## src/hw/rtl/ufd_pkg.sv

```systemverilog
// Shared types, codes and the CRC-16 byte step for the frame deframer.
// Used by the controller, the datapath and the top level; depends on nothing.
package ufd_pkg;

    localparam logic [1:0] FMT_SUM  = 2'd0;
    localparam logic [1:0] FMT_LEN  = 2'd1;
    localparam logic [1:0] FMT_AA55 = 2'd2;
    localparam logic [1:0] FMT_BAD  = 2'd3;

    localparam logic [7:0] HDR_55 = 8'h55;
    localparam logic [7:0] HDR_AA = 8'hAA;
    localparam logic [15:0] CRC_POLY = 16'h1021;

    localparam logic [1:0] DROP_NONE = 2'd0;
    localparam logic [1:0] DROP_ONE  = 2'd1;
    localparam logic [1:0] DROP_LEN  = 2'd2;
    localparam logic [1:0] DROP_BASE = 2'd3;

    typedef struct packed {
        logic       append;
        logic       rd;
        logic       i_load;
        logic [3:0] i_val;
        logic       i_inc;
        logic       base_clr;
        logic       base_inc;
        logic       cap_b0;
        logic       cap_hi;
        logic       cap_cmd;
        logic       cap_addr;
        logic       len_word;
        logic       len_byte;
        logic       len_eleven;
        logic       sum_load;
        logic       sum_add;
        logic       crc_clr;
        logic       crc_upd;
        logic [1:0] drop;
        logic       push;
        logic       push_empty;
        logic       flush;
    } ufd_cmd_t;

    typedef struct packed {
        logic [7:0] q;
        logic [1:0] fmt;
        logic       cnt_zero;
        logic       cnt_lt2;
        logic       cnt_lt3;
        logic       cnt_lt11;
        logic       cnt_lt_byte;
        logic       cnt_lt_word;
        logic       word_len_ok;
        logic       byte_len_ok;
        logic       cand_ok;
        logic       la_fits;
        logic       sum_match;
        logic       crc_match;
        logic       crc_data;
        logic       crc_hi;
        logic       base_zero;
        logic       i_is_one;
        logic       i_is_ten;
        logic       emit_empty;
        logic       emit_last;
        logic       addr_zero;
        logic       push_ok;
        logic       out_free;
        logic       pend_v;
    } ufd_stat_t;

    function automatic logic [15:0] ufd_crc_byte(input logic [15:0] crc_in,
                                                 input logic [7:0] data);
        logic [15:0] c;
        c = crc_in ^ {data, 8'h00};
        for (int b = 0; b < 8; b++)
        begin
            if (c[15])
                c = {c[14:0], 1'b0} ^ CRC_POLY;
            else
                c = {c[14:0], 1'b0};
        end
        return c;
    endfunction

endpackage

```

## src/hw/rtl/uart_frame_sync_crc_deframer_core.sv

```systemverilog
// One input byte per transaction; the hunt reads the buffer RAM byte by byte,
// checking the frame bytes in turn, and a lookahead resync scan may try each
// later offset in the buffer that still leaves room for a minimal frame.
// A new byte is taken only after the hunt for the previous one has finished.
// Reset clears the fill count and selects format 2; buffer contents stay undefined.
// Top level: joins the hunt controller and the datapath. Depends on ufd_pkg, ufd_ctrl and ufd_dpath.
module uart_frame_sync_crc_deframer_core
    import ufd_pkg::*;
#(
    parameter int BUFFER_DEPTH = 64
) (
    input  logic       clk,
    input  logic       rst_n,
    input  logic       in_valid,
    output logic       in_ready,
    input  logic [7:0] rx_byte,
    input  logic       cfg_valid,
    output logic       cfg_ready,
    input  logic [1:0] cfg_data,
    output logic       out_valid,
    input  logic       out_ready,
    output logic [7:0] command,
    output logic [7:0] payload_byte,
    output logic       payload_valid,
    output logic       frame_end,
    output logic       last
);

    ufd_cmd_t  cmd;
    ufd_stat_t stat;

    ufd_ctrl u_ctrl (
        .clk      (clk),
        .rst_n    (rst_n),
        .in_valid (in_valid),
        .in_ready (in_ready),
        .stat     (stat),
        .cmd      (cmd)
    );

    ufd_dpath #(
        .BUFFER_DEPTH (BUFFER_DEPTH)
    ) u_dpath (
        .clk           (clk),
        .rst_n         (rst_n),
        .rx_byte       (rx_byte),
        .cfg_valid     (cfg_valid),
        .cfg_ready     (cfg_ready),
        .cfg_data      (cfg_data),
        .cmd           (cmd),
        .stat          (stat),
        .out_valid     (out_valid),
        .out_ready     (out_ready),
        .command       (command),
        .payload_byte  (payload_byte),
        .payload_valid (payload_valid),
        .frame_end     (frame_end),
        .last          (last)
    );

endmodule

```

## src/hw/rtl/ufd_ram.sv

```systemverilog
// Generic single-write, single-read RAM with a registered read port.
// Depends on nothing.
module ufd_ram #(
    parameter int WIDTH = 8,
    parameter int DEPTH = 64
) (
    input  logic                             clk,
    input  logic                             we,
    input  logic [$clog2(DEPTH)-1:0]         waddr,
    input  logic [WIDTH-1:0]                 wdata,
    input  logic                             re,
    input  logic [$clog2(DEPTH)-1:0]         raddr,
    output logic [WIDTH-1:0]                 rdata
);

    logic [WIDTH-1:0] mem [DEPTH];

    always_ff @(posedge clk)
    begin
        if (we)
            mem[waddr] <= wdata;
        if (re)
            rdata <= mem[raddr];
    end

endmodule

```

## src/hw/rtl/ufd_ctrl.sv

```systemverilog
// Hunt controller of the frame deframer: walks the frame checks byte by byte.
// Depends on ufd_pkg; drives the datapath through ufd_cmd_t, reads ufd_stat_t.
module ufd_ctrl
    import ufd_pkg::*;
(
    input  logic      clk,
    input  logic      rst_n,
    input  logic      in_valid,
    output logic      in_ready,
    input  ufd_stat_t stat,
    output ufd_cmd_t  cmd
);

    localparam logic [4:0] S_IDLE  = 5'd0;
    localparam logic [4:0] S_HUNT  = 5'd1;
    localparam logic [4:0] S_B0    = 5'd2;
    localparam logic [4:0] S_SUM   = 5'd3;
    localparam logic [4:0] S_B1    = 5'd4;
    localparam logic [4:0] S_L2    = 5'd5;
    localparam logic [4:0] S_W0    = 5'd6;
    localparam logic [4:0] S_W1    = 5'd7;
    localparam logic [4:0] S_LA    = 5'd8;
    localparam logic [4:0] S_LA0   = 5'd9;
    localparam logic [4:0] S_LA1   = 5'd10;
    localparam logic [4:0] S_CRC   = 5'd11;
    localparam logic [4:0] S_CMD1  = 5'd12;
    localparam logic [4:0] S_ADDR  = 5'd13;
    localparam logic [4:0] S_CMD2  = 5'd14;
    localparam logic [4:0] S_EMS   = 5'd15;
    localparam logic [4:0] S_EM    = 5'd16;
    localparam logic [4:0] S_EMPTY = 5'd17;
    localparam logic [4:0] S_FLUSH = 5'd18;

    logic [4:0] state_reg;
    logic [4:0] state_next;

    assign in_ready = (state_reg == S_IDLE);

    always_ff @(posedge clk or negedge rst_n)
    begin
        if (!rst_n)
            state_reg <= S_IDLE;
        else
            state_reg <= state_next;
    end

    always_comb
    begin
        cmd        = '0;
        state_next = state_reg;
        unique case (state_reg)
            S_IDLE:
            begin
                if (in_valid)
                begin
                    cmd.append = 1'b1;
                    state_next = S_HUNT;
                end
            end
            S_HUNT:
            begin
                if (stat.cnt_zero)
                    state_next = S_FLUSH;
                else if (stat.fmt == FMT_LEN && stat.cnt_lt2)
                    state_next = S_FLUSH;
                else
                begin
                    cmd.base_clr = 1'b1;
                    cmd.i_load   = 1'b1;
                    cmd.i_val    = 4'd0;
                    cmd.rd       = 1'b1;
                    state_next   = (stat.fmt == FMT_LEN) ? S_W0 : S_B0;
                end
            end
            S_B0:
            begin
                if (stat.fmt == FMT_SUM)
                begin
                    if (stat.q != HDR_55)
                    begin
                        cmd.drop   = DROP_ONE;
                        state_next = S_HUNT;
                    end
                    else if (stat.cnt_lt11)
                        state_next = S_FLUSH;
                    else
                    begin
                        cmd.sum_load = 1'b1;
                        cmd.i_inc    = 1'b1;
                        cmd.rd       = 1'b1;
                        state_next   = S_SUM;
                    end
                end
                else
                begin
                    if (stat.q != HDR_AA)
                    begin
                        cmd.drop   = DROP_ONE;
                        state_next = S_HUNT;
                    end
                    else if (stat.cnt_lt2)
                        state_next = S_FLUSH;
                    else
                    begin
                        cmd.i_inc  = 1'b1;
                        cmd.rd     = 1'b1;
                        state_next = S_B1;
                    end
                end
            end
            S_SUM:
            begin
                if (stat.i_is_ten)
                begin
                    if (!stat.sum_match)
                    begin
                        cmd.drop   = DROP_ONE;
                        state_next = S_HUNT;
                    end
                    else
                    begin
                        cmd.len_eleven = 1'b1;
                        cmd.i_load     = 1'b1;
                        cmd.i_val      = 4'd2;
                        state_next     = S_EMS;
                    end
                end
                else
                begin
                    cmd.cap_cmd = stat.i_is_one;
                    cmd.sum_add = 1'b1;
                    cmd.i_inc   = 1'b1;
                    cmd.rd      = 1'b1;
                end
            end
            S_B1:
            begin
                if (stat.q != HDR_55)
                begin
                    cmd.drop   = DROP_ONE;
                    state_next = S_HUNT;
                end
                else if (stat.cnt_lt3)
                    state_next = S_FLUSH;
                else
                begin
                    cmd.i_inc  = 1'b1;
                    cmd.rd     = 1'b1;
                    state_next = S_L2;
                end
            end
            S_L2:
            begin
                cmd.len_byte = 1'b1;
                if (!stat.byte_len_ok)
                begin
                    cmd.drop   = DROP_ONE;
                    state_next = S_HUNT;
                end
                else if (stat.cnt_lt_byte)
                    state_next = S_FLUSH;
                else
                begin
                    cmd.crc_clr = 1'b1;
                    cmd.i_load  = 1'b1;
                    cmd.i_val   = 4'd0;
                    cmd.rd      = 1'b1;
                    state_next  = S_CRC;
                end
            end
            S_W0:
            begin
                cmd.cap_b0 = 1'b1;
                cmd.i_inc  = 1'b1;
                cmd.rd     = 1'b1;
                state_next = S_W1;
            end
            S_W1:
            begin
                cmd.len_word = 1'b1;
                if (!stat.word_len_ok)
                begin
                    cmd.drop   = DROP_ONE;
                    state_next = S_HUNT;
                end
                else if (stat.cnt_lt_word)
                begin
                    // Front frame is incomplete: scan later offsets for a good frame.
                    cmd.base_inc = 1'b1;
                    state_next   = S_LA;
                end
                else
                begin
                    cmd.crc_clr = 1'b1;
                    cmd.i_load  = 1'b1;
                    cmd.i_val   = 4'd0;
                    cmd.rd      = 1'b1;
                    state_next  = S_CRC;
                end
            end
            S_LA:
            begin
                if (!stat.la_fits)
                    state_next = S_FLUSH;
                else
                begin
                    cmd.i_load = 1'b1;
                    cmd.i_val  = 4'd0;
                    cmd.rd     = 1'b1;
                    state_next = S_LA0;
                end
            end
            S_LA0:
            begin
                cmd.cap_b0 = 1'b1;
                cmd.i_inc  = 1'b1;
                cmd.rd     = 1'b1;
                state_next = S_LA1;
            end
            S_LA1:
            begin
                cmd.len_word = 1'b1;
                if (stat.cand_ok)
                begin
                    cmd.crc_clr = 1'b1;
                    cmd.i_load  = 1'b1;
                    cmd.i_val   = 4'd0;
                    cmd.rd      = 1'b1;
                    state_next  = S_CRC;
                end
                else
                begin
                    cmd.base_inc = 1'b1;
                    state_next   = S_LA;
                end
            end
            S_CRC:
            begin
                if (stat.crc_data)
                begin
                    cmd.crc_upd = 1'b1;
                    cmd.i_inc   = 1'b1;
                    cmd.rd      = 1'b1;
                end
                else if (stat.crc_hi)
                begin
                    cmd.cap_hi = 1'b1;
                    cmd.i_inc  = 1'b1;
                    cmd.rd     = 1'b1;
                end
                else if (!stat.base_zero)
                begin
                    if (stat.crc_match)
                    begin
                        cmd.drop   = DROP_BASE;
                        state_next = S_HUNT;
                    end
                    else
                    begin
                        cmd.base_inc = 1'b1;
                        state_next   = S_LA;
                    end
                end
                else if (!stat.crc_match)
                begin
                    cmd.drop   = DROP_ONE;
                    state_next = S_HUNT;
                end
                else
                begin
                    cmd.i_load = 1'b1;
                    cmd.rd     = 1'b1;
                    cmd.i_val  = (stat.fmt == FMT_LEN) ? 4'd2 : 4'd3;
                    state_next = (stat.fmt == FMT_LEN) ? S_CMD1 : S_ADDR;
                end
            end
            S_CMD1:
            begin
                cmd.cap_cmd = 1'b1;
                cmd.i_inc   = 1'b1;
                state_next  = S_EMS;
            end
            S_ADDR:
            begin
                cmd.cap_addr = 1'b1;
                cmd.i_inc    = 1'b1;
                cmd.rd       = 1'b1;
                state_next   = S_CMD2;
            end
            S_CMD2:
            begin
                cmd.cap_cmd = 1'b1;
                if (!stat.addr_zero)
                begin
                    // Good frame for another address: removed with no result.
                    cmd.drop   = DROP_LEN;
                    state_next = S_HUNT;
                end
                else
                begin
                    cmd.i_inc  = 1'b1;
                    state_next = S_EMS;
                end
            end
            S_EMS:
            begin
                if (stat.fmt != FMT_SUM && stat.emit_empty)
                    state_next = S_EMPTY;
                else
                begin
                    cmd.rd     = 1'b1;
                    state_next = S_EM;
                end
            end
            S_EM:
            begin
                if (stat.push_ok)
                begin
                    cmd.push = 1'b1;
                    if (stat.emit_last)
                    begin
                        cmd.drop   = DROP_LEN;
                        state_next = S_HUNT;
                    end
                    else
                    begin
                        cmd.i_inc = 1'b1;
                        cmd.rd    = 1'b1;
                    end
                end
            end
            S_EMPTY:
            begin
                if (stat.push_ok)
                begin
                    cmd.push       = 1'b1;
                    cmd.push_empty = 1'b1;
                    cmd.drop       = DROP_LEN;
                    state_next     = S_HUNT;
                end
            end
            S_FLUSH:
            begin
                if (!stat.pend_v)
                    state_next = S_IDLE;
                else if (stat.out_free)
                begin
                    cmd.flush  = 1'b1;
                    state_next = S_IDLE;
                end
            end
            default:
            begin
                state_next = S_IDLE;
            end
        endcase
    end

endmodule

```

## src/hw/rtl/ufd_dpath.sv

```systemverilog
// Datapath of the frame deframer: circular byte buffer, pointers, checks and
// the result registers. Depends on ufd_pkg and ufd_ram.
module ufd_dpath
    import ufd_pkg::*;
#(
    parameter int BUFFER_DEPTH = 64
) (
    input  logic       clk,
    input  logic       rst_n,
    input  logic [7:0] rx_byte,
    input  logic       cfg_valid,
    output logic       cfg_ready,
    input  logic [1:0] cfg_data,
    input  ufd_cmd_t   cmd,
    output ufd_stat_t  stat,
    output logic       out_valid,
    input  logic       out_ready,
    output logic [7:0] command,
    output logic [7:0] payload_byte,
    output logic       payload_valid,
    output logic       frame_end,
    output logic       last
);

    localparam int AW = $clog2(BUFFER_DEPTH);
    localparam int CW = $clog2(BUFFER_DEPTH + 1);
    localparam logic [AW:0] DEPTH_W = (AW + 1)'(BUFFER_DEPTH);

    function automatic logic [AW-1:0] wrap(input logic [AW:0] v);
        logic [AW:0] r;
        r = (v >= DEPTH_W) ? (v - DEPTH_W) : v;
        return r[AW-1:0];
    endfunction

    logic [1:0]    fmt_reg;
    logic [AW-1:0] head_reg, head_next;
    logic [CW-1:0] cnt_reg, cnt_next;
    logic [CW-1:0] i_reg, i_next;
    logic [CW-1:0] base_reg, base_next;
    logic [CW-1:0] len_reg;
    logic [7:0]    b0_reg, hi_reg, cmd_reg, addr_reg, sum_reg;
    logic [15:0]   crc_reg;
    logic [7:0]    q;
    logic [15:0]   word;
    logic [CW:0]   lidx;
    logic [AW-1:0] raddr, waddr;
    logic [CW-1:0] drop_n;
    logic          full;

    logic       pend_v_reg;
    logic [7:0] pend_cmd_reg, pend_pb_reg;
    logic       pend_pv_reg, pend_fe_reg;
    logic       out_v_reg;
    logic [7:0] out_cmd_reg, out_pb_reg;
    logic       out_pv_reg, out_fe_reg, out_last_reg;
    logic       move;
    logic       out_free;

    assign cfg_ready = 1'b1;
    assign word      = {b0_reg, q};
    assign full      = (cnt_reg == CW'(BUFFER_DEPTH));

    // Read address is formed from next-state index values, so a command can
    // step the index and read the new position in the same cycle.
    assign lidx  = {1'b0, base_next} + {1'b0, i_next};
    assign raddr = wrap({1'b0, head_reg} + (AW + 1)'(lidx));
    assign waddr = full ? head_reg : wrap({1'b0, head_reg} + (AW + 1)'(cnt_reg));

    ufd_ram #(
        .WIDTH (8),
        .DEPTH (BUFFER_DEPTH)
    ) u_ram (
        .clk   (clk),
        .we    (cmd.append),
        .waddr (waddr),
        .wdata (rx_byte),
        .re    (cmd.rd),
        .raddr (raddr),
        .rdata (q)
    );

    always_comb
    begin
        i_next = i_reg;
        if (cmd.i_load)
            i_next = CW'(cmd.i_val);
        else if (cmd.i_inc)
            i_next = i_reg + 1'b1;

        base_next = base_reg;
        if (cmd.base_clr)
            base_next = '0;
        else if (cmd.base_inc)
            base_next = base_reg + 1'b1;

        unique case (cmd.drop)
            DROP_ONE:  drop_n = CW'(1);
            DROP_LEN:  drop_n = len_reg;
            DROP_BASE: drop_n = base_reg;
            default:   drop_n = '0;
        endcase

        head_next = head_reg;
        cnt_next  = cnt_reg;
        if (cmd.append)
        begin
            if (full)
                head_next = wrap({1'b0, head_reg} + (AW + 1)'(1));
            else
                cnt_next = cnt_reg + 1'b1;
        end
        else if (cmd.drop != DROP_NONE)
        begin
            head_next = wrap({1'b0, head_reg} + (AW + 1)'(drop_n));
            cnt_next  = cnt_reg - drop_n;
        end
    end

    always_ff @(posedge clk or negedge rst_n)
    begin
        if (!rst_n)
        begin
            fmt_reg  <= FMT_AA55;
            head_reg <= '0;
            cnt_reg  <= '0;
        end
        else
        begin
            if (cfg_valid && cfg_data != FMT_BAD)
                fmt_reg <= cfg_data;
            head_reg <= head_next;
            cnt_reg  <= cnt_next;
        end
    end

    always_ff @(posedge clk)
    begin
        i_reg    <= i_next;
        base_reg <= base_next;
        if (cmd.len_word)
            len_reg <= word[CW-1:0];
        else if (cmd.len_byte)
            len_reg <= q[CW-1:0];
        else if (cmd.len_eleven)
            len_reg <= CW'(11);
        if (cmd.cap_b0)
            b0_reg <= q;
        if (cmd.cap_hi)
            hi_reg <= q;
        if (cmd.cap_cmd)
            cmd_reg <= q;
        if (cmd.cap_addr)
            addr_reg <= q;
        if (cmd.sum_load)
            sum_reg <= q;
        else if (cmd.sum_add)
            sum_reg <= sum_reg + q;
        if (cmd.crc_clr)
            crc_reg <= '0;
        else if (cmd.crc_upd)
            crc_reg <= ufd_crc_byte(crc_reg, q);
    end

    // Results go through a pending stage: whether a result is the last one of
    // an input byte is known only when the next result or the end arrives.
    assign out_free = !out_v_reg || out_ready;
    assign move     = (cmd.push && pend_v_reg) || cmd.flush;

    always_ff @(posedge clk or negedge rst_n)
    begin
        if (!rst_n)
        begin
            pend_v_reg <= 1'b0;
            out_v_reg  <= 1'b0;
        end
        else
        begin
            if (cmd.push)
                pend_v_reg <= 1'b1;
            else if (cmd.flush)
                pend_v_reg <= 1'b0;
            if (move)
                out_v_reg <= 1'b1;
            else if (out_ready)
                out_v_reg <= 1'b0;
        end
    end

    always_ff @(posedge clk)
    begin
        if (move)
        begin
            out_cmd_reg  <= pend_cmd_reg;
            out_pb_reg   <= pend_pb_reg;
            out_pv_reg   <= pend_pv_reg;
            out_fe_reg   <= pend_fe_reg;
            out_last_reg <= cmd.flush;
        end
        if (cmd.push)
        begin
            pend_cmd_reg <= cmd_reg;
            pend_pb_reg  <= cmd.push_empty ? 8'h00 : q;
            pend_pv_reg  <= !cmd.push_empty;
            pend_fe_reg  <= cmd.push_empty ? 1'b1 : stat.emit_last;
        end
    end

    assign out_valid     = out_v_reg;
    assign command       = out_cmd_reg;
    assign payload_byte  = out_pb_reg;
    assign payload_valid = out_pv_reg;
    assign frame_end     = out_fe_reg;
    assign last          = out_last_reg;

    always_comb
    begin
        stat             = '0;
        stat.q           = q;
        stat.fmt         = fmt_reg;
        stat.cnt_zero    = (cnt_reg == '0);
        stat.cnt_lt2     = ({1'b0, cnt_reg} < (CW + 1)'(2));
        stat.cnt_lt3     = ({1'b0, cnt_reg} < (CW + 1)'(3));
        stat.cnt_lt11    = ({1'b0, cnt_reg} < (CW + 1)'(11));
        stat.cnt_lt_byte = (16'(cnt_reg) < 16'(q));
        stat.cnt_lt_word = (16'(cnt_reg) < word);
        stat.word_len_ok = (word >= 16'd5) && (word <= 16'(BUFFER_DEPTH));
        stat.byte_len_ok = (q >= 8'd7) && (16'(q) <= 16'(BUFFER_DEPTH));
        stat.cand_ok     = (word >= 16'd5) && (word <= 16'(cnt_reg - base_reg));
        stat.la_fits     = (({1'b0, base_reg} + (CW + 1)'(5)) <= {1'b0, cnt_reg});
        stat.sum_match   = (sum_reg == q);
        stat.crc_match   = (crc_reg == {hi_reg, q});
        stat.crc_data    = (({1'b0, i_reg} + (CW + 1)'(2)) < {1'b0, len_reg});
        stat.crc_hi      = (({1'b0, i_reg} + (CW + 1)'(2)) == {1'b0, len_reg});
        stat.base_zero   = (base_reg == '0);
        stat.i_is_one    = (i_reg == CW'(1));
        stat.i_is_ten    = (i_reg == CW'(10));
        stat.emit_empty  = (({1'b0, i_reg} + (CW + 1)'(2)) == {1'b0, len_reg});
        if (fmt_reg == FMT_SUM)
            stat.emit_last = (({1'b0, i_reg} + (CW + 1)'(2)) == {1'b0, len_reg});
        else
            stat.emit_last = (({1'b0, i_reg} + (CW + 1)'(3)) == {1'b0, len_reg});
        stat.addr_zero   = (addr_reg == 8'h00);
        stat.out_free    = out_free;
        stat.push_ok     = !pend_v_reg || out_free;
        stat.pend_v      = pend_v_reg;
    end

endmodule

```

## config.mk

```make
export PLATFORM = sky130hd
export DESIGN_NAME = uart_frame_sync_crc_deframer_core
export DESIGN_NICKNAME = d
export VERILOG_FILES = /design/src/hw/rtl/ufd_pkg.sv /design/src/hw/rtl/uart_frame_sync_crc_deframer_core.sv /design/src/hw/rtl/ufd_ram.sv /design/src/hw/rtl/ufd_ctrl.sv /design/src/hw/rtl/ufd_dpath.sv
export SDC_FILE = /design/constraint.sdc
export NUM_CORES = 1
export LEC_CHECK = 0
export BUFFER_PORTS_ARGS = -buffer_cell sky130_fd_sc_hd__buf_2
export CAP_MARGIN = 0
export CORE_UTILIZATION = 35
export DETAILED_ROUTE_END_ITERATION = 12
export PLACE_DENSITY = 0.59
export SETUP_SLACK_MARGIN = 0.15
export SLEW_MARGIN = 5
export SYNTH_ARGS = -nofsm -noshare
export SYNTH_HDL_FRONTEND = slang
export SYNTH_HIERARCHICAL = 1
export SYNTH_SLANG_ARGS = --single-unit
export TNS_END_PERCENT = 30
```

## constraint.sdc

```tcl
create_clock -name clk -period 10 [get_ports clk]
set_clock_uncertainty 0.1 [all_clocks]
set_input_delay 1 -clock clk [delete_from_list [all_inputs] [get_ports clk]]
set_output_delay 1 -clock clk [all_outputs]
set_load 0.01 [all_outputs]
```

* After elaboration in Yosys (flattened, before gate mapping)
Memories as Yosys holds them, arrays and structs flattened. A register that Yosys moved wholly into a read port is not among the register bits. Cells that the tools add are included.
Storage, ports and cells: memory bits (writable) 512, output and inout port bits 22, bits of input ports 15, bits in registers 136, memories kept 1, word-level logic and storage cells 317
Memories:
- u_dpath.u_ram.mem | words 64, bits a word 8, read ports 1, clocked after Yosys merged registers in 1, wr ports 1, line ufd_ram.sv:16 | logic [WIDTH-1:0] mem [DEPTH];
Cells by class: muxes and demuxes 174, $lt $le $gt $ge 16, bitwise logic cells 9, add/subtract/negate cells 18, reduce and logical (&&, ||, !) cells 33, eq/ne operators 42
Operators with widths (count):
- two-way mux 16 bit | 14
- two-way mux 5 bit | 27
- two-way mux 6 bit | 18
- two-way mux 13 bit | 8
- one-hot mux 5 bit (19 select lines) | 1
- two-way mux 7 bit | 10
- two-way mux 1 bit | 68
- == test 5 x 4 -> 1 bit, second input constant | 8
- one-hot mux 5 bit (7 select lines) | 1
- greater-or-equal comparator 7 bit, second input constant | 4
- NOT 3 bit | 8
- subtractor 6 x 1 -> 6 bit, second input constant | 4
- adder 6 x 7 -> 7 bit | 3
- adder 7 x 1 -> 7 bit, second input constant | 3
- one-hot mux 7 bit (3 select lines) | 1
- == test 5 x 3 -> 1 bit, second input constant | 4
- two-way mux 2 bit | 10
- two-way mux 4 bit | 5
- one-hot mux 2 bit (9 select lines) | 1
- adder 7 x 2 -> 8 bit, second input constant | 2
- == test 16 bit | 1
- == test 8 x 7 -> 1 bit | 2
- greater-or-equal comparator 16 x 3 -> 1 bit, second input constant | 1
- less-or-equal comparator 16 bit | 1
- 50 further kinds | 87

* Depth between registers and ports, before layout
depth in word-level cells 32, gate-level depth with buffers 37, gate-level depth less buffers 34

* Modules after synthesis
The synthesis kept the hierarchy.
By module, submodules not included:
- ufd_ram | times used 1, cells each 972, area an instance 20270.7 µm²
- ufd_dpath | times used 1, cells each 804, area an instance 8259.2 µm²
- ufd_ctrl | times used 1, cells each 173, area an instance 1233.7 µm²

* Worst setup path after synthesis
Ideal clock, no wire load.
path type flip-flop to flip-flop, start register u_dpath.cnt_reg[1], end register u_dpath.u_ram.rdata[2] (read register of u_dpath.u_ram.mem), data pin, slack 2.996 ns, data arrival time 6.647 ns, cell stages (with the launch flop) 36, period minus slack after synthesis 7.004 ns, data required time 9.643 ns, path buffers 3, cells stage by stage dfrtp_1 > ha_1 > nor2b_1 > o21ai_0 > a21oi_1 > o21a_1 > nor2_1 > o21ai_0 > ha_1 > a21o_1 > a21o_1 > a21oi_1 > o21a_1 > o32ai_1 > nor2_1 > mux2i_1 > nor3_1 > nor4_1 > nand2b_1 > clkbuf_1 > nand2_1 > o21ai_0 > inv_1 > fa_1 > inv_1 > ha_1 > fa_1 > a21o_1 > a21oi_1 > xnor2_1 > xnor2_1 > xnor2_1 > clkbuf_1 > clkbuf_1 > nor3_1 > a32o_1
RTL lines:
- from (decl) | line ufd_dpath.sv:37 | logic [CW-1:0] cnt_reg, cnt_next;
- from (signal assigned) | line ufd_dpath.sv:132 | cnt_reg <= cnt_next;
- to (decl) | line ufd_ram.sv:13 | output logic [WIDTH-1:0] rdata

==> key figures <==
Outcome
  • Status: finished clean

Clock network
  • Post-cts gate resize count: 0
  • Clk buf depth: 3
  • CTS buffer count: slightly above 70
  • Clock latency at the later pin of the worst-skew pair: ~630 ps
  • Clock Sinks: 656
  • CTS Root Cell: clkbuf_16
  • CTS tree: done
  • Clock slew at reported path FFs: roughly 60 ps
  • Setup Buffers After CTS: 0
  • Htree depth: 3
  • Post-CTS Hold Fix Bufs: 0

Layout
  • Antenna Cells: 0
  • Total Nets Final: 2102
  • Layout cell share with drive strength beyond 1: around 17%
  • Final instance area: roughly 0.033 mm2
  • Final Util: between 30% and 40%
  • Area grow syn2layout: 12.5%
  • Max reg flops: 512

Logic synthesis
  • Synthesized flop and latch total: approximately 660
  • Synth Flop Type: edfxtp_1
  • Post-synthesis sequential area ratio: 64.8%
  • Syn avg cell area: between 15 and 20 um2
  • Synth area leader: edfxtp_1
  • Top cells by area, synth: edfxtp_1 61%, mux4_2 9.4%, ha_1 3.4%, nor2_1 2.3%, dfxtp_1 2.0%
  • EDFF count, synth: 604
  • Top-area cell type share of the netlist area: roughly 61%
  • Synthesized instance count: 1949
  • Post-synthesis cell type count: 89
  • Post-Syn Area: just under 0.03 mm2
  • Number of synthesis warnings: 6
  • Synth async-reset ratio: approximately 3.4%

Pwr
  • Pwr per Cell Area: ~360 mW/mm2
  • Sequential power share: 29.2%
  • Comb power frac: 48.7%
  • Sw frac: between 30% and 40%
  • Net switching power: 4.70 mW
  • Clock network power share: 22.1%
  • Worst ir drop on vdd: 0.234 mV
  • Internal power: 7.22 mW
  • Total leakage power: around 11 nW

Floorplan
  • Die Span Y: a little under 300 um
  • Initial Utilization: ~35%
  • Die width: between 200 and 300 um
  • Ports: 37
  • Core area: between 0.08 and 0.09 mm2
  • Rows: around 110
  • Die area: around 0.086 mm2

STA
  • Worst-Margin Slew: 1280 ps
  • RSZ-0062 raised after global routing: false
  • Fin Setup TNS: 0 ps
  • Setup violations, final: 0
  • Post-route clock period utilization: approximately nine tenths
  • Max_slew headroom: 13.8%
  • Max frequency: approximately 0.11 GHz
  • Tmin final: ~9000 ps
  • Fin. Hold Viols: 0
  • Slew Viols, Final: 0

Global routing
  • Largest net degree at the start of global routing: 65
  • GRT Residual Overflow: 0
  • First-pass GRT wire length: 113000 um
  • Total Routing Usage GR: around 18%
  • Vias in the first global route: approximately 18000
  • Initial antenna violation count: 3

Worst setup path
  • Crit-path max cell delay: around 1200 ps
  • CP required: 10280 ps
  • CP Launch Type: flip-flop
  • CP arrival: 9260 ps
  • Setup Crit Path Kind: reg2reg
  • Worst-path fanout max: 38
  • Crit end category: flip-flop
  • Slowest CP cell: fa_2

Flow run
  • Max-cap violation count: 0

Detailed routing
  • Vias per cell: about 5.4
  • DR iter-0 viols: around 1800
  • Routed WL: between 70000 and 80000 um
  • DR WL/cell: 23.4 um
  • Drt pass-1 iters: 5
  • DR vias: 17177
  • Post-route ant nets: 0
  • DRC viols: 0

Placement
  • Placed cell areas: around 0.031 mm2
  • Post-DP HPWL: ~50000 um
  • PortBufs: 35
  • Placer Congestion: 0.916

Hold path
  • Hold Crit Class: in2async
==> Yosys cell counts (all sizes together) (4+ instances only) <==
library cell and n:
o22ai 25, fa 11, nor3 21, clkbuf 39, xnor2 67, ha 82
xor2 29, nor3b 7, o221ai 8, or4 6, nor4 12, a211oi 12
o31ai 7, a31oi 13, nand2 87, nor2 184, or3b 7, a22oi 9
nand4 22, nor2b 24, o21a 12, or3 13, dfxtp 30, or2 15
nand3 38, o32ai 4, mux4 124, buf 56, a21oi 47, a2111oi 6
nand3b 9, a21o 21, mux2 9, o211ai 8, mux2i 37, edfxtp 604
nand2b 18, a221oi 8, inv 79, o21ai 60, o21bai 5, dfrtp 21
==> layout by cell type, fill, tap and decap left out, types with 20 or more instances in the layout <==
| cell type | count |
|---|---|
| nand3_1 | 37 |
| o21ai_0 | 60 |
| buf_4 | 26 |
| ha_1 | 81 |
| dfxtp_1 | 30 |
| edfxtp_1 | 604 |
| o22ai_1 | 25 |
| dfrtp_1 | 21 |
| inv_1 | 79 |
| nor2_1 | 184 |
| mux2i_1 | 37 |
| xnor2_1 | 65 |
| mux4_2 | 124 |
| clkbuf_16 | 73 |
| xor2_1 | 28 |
| nand2_1 | 86 |
| nand4_1 | 21 |
| a21oi_1 | 47 |
| nor3_1 | 20 |
| nor2b_1 | 24 |
| buf_2 | 35 |
| a21o_1 | 21 |
==> cell families after synthesis <==
kind of cell | synth area share (%)
flops | 64.8
simple gates | 8.07
compound gates | 6.32
buf+inv | 2.80
mux | 11.0
xor+xnor | 2.82
fa+ha+maj | 4.19
other cells | 0.0252
==> layer usage <==
metal	routed length [um]	part of all wire (%)	global-route usage, %	up-vias
met5	0	0	0	-
met4	1860	2.5	4.99	0
met3	5080	6.8	2.89	121
met2	35700	48	28.6	644
met1	31900	43	24.0	8775
li1	-	-	-	7637
==> worst paths after layout <==
path	from	end	slack [ps]	depth (start not counted)
worst max register to register	u_dpath/base_reg[2]	u_dpath/u_ram/rdata[0]	1020	28
worst min register to register	u_dpath/cmd_reg[6]	u_dpath/pend_cmd_reg[6]	320	0
max in group asynchronous	rst_n	u_dpath/cnt_reg[3]	9090	1
worst min-delay path	rst_n	u_ctrl/state_reg[0]	280	1
min in group clk	u_dpath/cmd_reg[6]	u_dpath/pend_cmd_reg[6]	320	0
worst max-delay path	u_dpath/base_reg[2]	u_dpath/u_ram/rdata[0]	1020	28
==> critical path, delay by kind of cell (launching register included) <==
| family | cells | cell delay, ps |
|---|---|---|
| fa+ha+maj | 5 | 2560 |
| buf+inv | 4 | 610 |
| flops | 1 | 540 |
| simple gates | 9 | 1500 |
| mux | 1 | 230 |
| compound gates | 9 | 3190 |
==> area by class of cell <==
class	count	area (um2)
clock buffers	86	1880
repair buffers	65	450
flip-flops and latches	656	19300
multi-input cells	1118	9700
clock inverters	38	460
well taps	1134	1420
fillers	7685	50500
inverters	81	304
==> power groups by stage <==
stage               sequential [mW]  clock [mW]  combinational (mW)
finish                         3.48        2.63                5.80
global route                   3.50        2.79                6.24
CTS                            3.49        2.69                5.81
detailed placement             3.54           0                5.78
global placement               3.53           0                5.74
floorplan                      3.43           0                4.18
==> metrics by stage <==
| stage | setup WS [ps] | instances | total power, mW | hold slack, ps |
|---|---|---|---|---|
| after floorplan | 3000 | 1950 | 7.62 | 300 |
| after global placement | 1470 | 3054 | 9.28 | 304 |
| after detailed placement | 1040 | 3054 | 9.32 | 305 |
| after CTS | 1010 | 3178 | 12.0 | 279 |
| after global routing | 380 | 3178 | 12.5 | 310 |
| final | 1020 | 3178 | 11.9 | 281 |
Note: power is estimated with default switching activity, not from simulation.
